## src/rtl/bda_rowmem.sv

```systemverilog
module bda_rowmem #(
  parameter int DEPTH = 16,
  parameter int LANES = 8,
  parameter int W     = 16
) (
  input  logic                             clk,
  input  logic                             rst,
  input  logic                             we,
  input  logic [$clog2(DEPTH)-1:0]         waddr,
  input  logic [LANES-1:0]                 wlane,
  input  logic [LANES-1:0][W-1:0]          wdata,
  input  logic [$clog2(DEPTH)-1:0]         raddr,
  output logic [LANES-1:0][W-1:0]          rdata
);
  logic [LANES-1:0][W-1:0] mem [DEPTH];
  logic [DEPTH-1:0]        row_vld;
  logic [LANES-1:0][W-1:0] rdata_q;
  logic                    rvld_q;

  // A row that was never written reads as zero; its first write fills all lanes.
  always_ff @(posedge clk) begin
    if (we) begin
      for (int l = 0; l < LANES; l++) begin
        if (wlane[l]) begin
          mem[waddr][l] <= wdata[l];
        end else if (!row_vld[waddr]) begin
          mem[waddr][l] <= '0;
        end
      end
    end
    rdata_q <= mem[raddr];
  end

  always_ff @(posedge clk) begin
    if (rst) begin
      row_vld <= '0;
      rvld_q  <= 1'b0;
    end else begin
      if (we) begin
        row_vld[waddr] <= 1'b1;
      end
      rvld_q <= row_vld[raddr];
    end
  end

  assign rdata = rvld_q ? rdata_q : '0;
endmodule

```

## config.mk

```make
export PLATFORM = sky130hd
export DESIGN_NAME = bda_rowmem
export DESIGN_NICKNAME = d
export VERILOG_FILES = /design/src/rtl/bda_rowmem.sv
export SDC_FILE = /design/constraint.sdc
export NUM_CORES = 2
export LEC_CHECK = 0
export ABC_AREA = 1
export BUFFER_PORTS_ARGS = -buffer_cell sky130_fd_sc_hd__buf_2
export CELL_PAD_IN_SITES_DETAIL_PLACEMENT = 1
export CELL_PAD_IN_SITES_GLOBAL_PLACEMENT = 2
export CORE_MARGIN = 1
export CORE_UTILIZATION = 44
export CTS_BUF_LIST = sky130_fd_sc_hd__clkbuf_16
export DETAILED_ROUTE_END_ITERATION = 10
export GPL_ROUTABILITY_DRIVEN = 0
export GPL_TIMING_DRIVEN = 0
export PLACE_DENSITY_LB_ADDON = 0.12
export SYNTH_ARGS = -nofsm -noshare
export SYNTH_HDL_FRONTEND = slang
export SYNTH_SLANG_ARGS = --single-unit
```

## constraint.sdc

```tcl
create_clock -name clk -period 2.54 [get_ports clk]
set_input_delay 0.254 -clock clk [delete_from_list [all_inputs] [get_ports clk]]
set_output_delay 0.254 -clock clk [all_outputs]
set_load 0.05 [all_outputs]
```

==> results.sh <==
export IMPL_fin_crit_ns=2.67
export IMPL_rr_startpoint="row_vld[6]"
export IMPL_first_pass_iters=6
export IMPL_netlist_top_cells_count="2048 x edfxtp_1, 1415 x nor2_1, 994 x o21ai_0"
export IMPL_timing_fmax_mhz=375
export IMPL_clk_pin_slew_ns=0.07
export IMPL_core_um2=195000
export IMPL_violations="capacitance limit, slew limit, setup timing"
export IMPL_grt_max_degree=17
export IMPL_crit_required_ns=3.29
export IMPL_synth_seq_area_share_pct=74.6
export IMPL_dieArea_um2=198000
export IMPL_drv_cap=11
export IMPL_cts_max_level=4
export IMPL_power_density_nw_per_um2=763
export IMPL_fill_cells=19402
export IMPL_tns_ns=-9.78
export IMPL_clockBufferDepth=3
export IMPL_globalRoute_totalOverflow=0
export IMPL_cts_made_buffers=225
export IMPL_clock_sinks=2193
export IMPL_yosys_warnings=0
export IMPL_fp_row_count=162
export IMPL_skew_ns=0.0295
export IMPL_yosys_area_top_type_share_pct=71.3
export IMPL_drt_iter0_markers=9031
export IMPL_via_count=65924
export IMPL_insertion_delay_ns=0.90
export IMPL_endpoint_kind="flop"
export IMPL_fin_nets=7959
export IMPL_ys_seq_elements=2193
export IMPL_startpoint_type="input port"
export IMPL_maxSlewViolCount=102
export IMPL_synth_most_common_cell="edfxtp_1"
export IMPL_detail_route_antenna_nets=0
export IMPL_hold_viol=0
export IMPL_root_buffer="clkbuf_16"
export IMPL_setup_viol=167
export IMPL_grt_pass1_wl_mm=512
export IMPL_critPathKind="in2reg"
export IMPL_hpwl_mm=247
export IMPL_min_from="wlane[6]"
export IMPL_max_slew_margin_pct=-17.8
export IMPL_worstPathArrival_ns=3.42
export IMPL_drive_gt1_share_pct=17.6
export IMPL_rsz0062_at_grt="yes"
export IMPL_min_path_type="in2reg"
export IMPL_cp_startpoint="raddr[2]"
export IMPL_vias_per_cell=6.18
export IMPL_grt_usage_pct=37.7
export IMPL_synth_area_per_cell_um2=12.6
export IMPL_io_pins=275
export IMPL_status="finished with violations"
export IMPL_fp_dieH_um=445
export IMPL_grt_pass1_vias=64241
export IMPL_wl_mm=380
export IMPL_final_cells=10659
export IMPL_synthCells=6842
export IMPL_worst_slack_ns=-0.128
export IMPL_tightest_slew_ns=1.76
export IMPL_post_route_drc_count=0
export IMPL_crit_fanout=10
export IMPL_io_buffers=270
export IMPL_synth_largest_area_cell="edfxtp_1"
export IMPL_area_growth_pct=23.5
export IMPL_synth_area_leaders="edfxtp_1 71%, nor2_1 6.2%, o21ai_0 5.8%, dfxtp_1 3.4%, nand2_1 2.9%"
export IMPL_wl_per_cell_um=35.6
export IMPL_syn_area_um2=86300
export IMPL_p_leak_nw=38.1
export IMPL_place_inst=9880
export IMPL_initial_core_util_pct=44.3
export IMPL_ys_types=28
export IMPL_ys_flop_type="edfxtp_1"
export IMPL_period_share_pct=105
export IMPL_peakVddDrop_mv=0.588
export IMPL_syn_num_nets=6989
export IMPL_antenna_found_initial=36
export IMPL_synthArstFlopShare_pct=0
export IMPL_synth_edf_count=2048
export IMPL_die_w_um=445
export IMPL_cts_tree="yes"
routing by layer:
metal	part of all wire [%]	track usage, %	up-vias
met4	6.1	21.0	10
met1	38	50.0	33885
li1	-	-	26742
met2	45	58.1	4373
met5	0.018	0	-
met3	11	7.95	914
what timing repair did:
action | in CTS | in global routing
setup buffers | 169 | 23
hold endpoints to repair | 1838 | 16
setup endpoints to repair | 3698 | 1710
hold buffers | 128 | 1
resized for setup | 281 | 189
pin swaps | 92 | 13
gates cloned | 2 | 4
final cells by class:
| cell class | count | area (um2) | share of cell area [%] |
|---|---|---|---|
| Antenna cell | 24 | 60.1 | 0.0564 |
| Buffer | 474 | 2400 | 2.26 |
| Clock buffer | 229 | 5730 | 5.38 |
| Clock inverter | 197 | 1480 | 1.39 |
| Inverter | 155 | 584 | 0.548 |
| Multi-Input combinational cell | 4018 | 20600 | 19.4 |
| Sequential cell | 2193 | 64400 | 60.5 |
| Tap cell | 2624 | 3280 | 3.08 |
| Timing Repair Buffer | 745 | 7930 | 7.45 |
kinds of logic (layout without fill, tap and decap cells):
| logic type | after synthesis | count (layout) | synth area share [%] |
|---|---|---|---|
| AO/OA/AOI/OAI | 1692 | 1692 | 11.5 |
| buffers and inverters | 632 | 1800 | 3.18 |
| flip-flops | 2193 | 2193 | 74.6 |
| other | 0 | 24 | 0 |
| AND/OR/NAND/NOR | 2325 | 2326 | 10.7 |
cell usage in the layout (no fill, tap or decap), drive strengths merged:
master,count
edfxtp,2048
nor2,1485
o21ai,1028
buf,791
nand2,661
clkbuf,524
o211ai,312
inv,221
nand3,178
o22ai,170
dfxtp,145
dlygate4sd3,129
a21boi,128
clkinv,105
o221ai,34
diode,24
bufinv,21
a21oi,20
clkinvlp,5
clkdlybuf4s15,4
nor3,2
state kept, by name, summed over array words and instances (netlist names):
name and count:
mem 2048, row_vld 16, rvld_q 1, rdata_q 128
report_power, final:
part	switching, W	internal, W	total, W	leakage (nW)
Sequential	0.000181	0.0403	0.0405	19.9
Clock	0.0147	0.0184	0.0331	3.79
Combinational	0.00572	0.00194	0.00766	14.4
stage by stage:
step / util (%) / setup WS, ns / power, W / hold WS [ns] / area [um2]
2_1_floorplan: - / 0.182 / 0.0445 / 0.440 / 86300
3_3_place_gp: 46.7 / -3.83 / 0.0476 / 0.453 / 90900
3_5_place_dp: 48.0 / -1.27 / 0.0481 / 0.462 / 93400
4_1_cts: 54.1 / -0.315 / 0.0807 / 0.0173 / 105000
5_1_grt: 54.7 / -0.180 / 0.0827 / 0.0835 / 106000
6_report: 54.7 / -0.128 / 0.0813 / 0.0919 / 107000
worst max-delay path: stages:
cell and delay, ns:
clkbuf_1 0.15, clkinv_1 0.18, clkbuf_1 0.67, buf_8 0.26
buf_1 1.10, o211ai_1 0.33, nand3_1 0.29, nand2_1 0.14
path summary, 6_finish.rpt:
| path | to | slack [ns] | depth (start not counted) |
|---|---|---|---|
| worst max-delay path | rdata_q[79] | -0.13 | 8 |
| worst min-delay path | mem[15][111] | 0.09 | 3 |
| worst max register to register | mem[8][80] | -0.13 | 11 |
| worst min register to register | row_vld[2] | 0.47 | 2 |
Note: power is estimated with default switching activity, not from simulation.
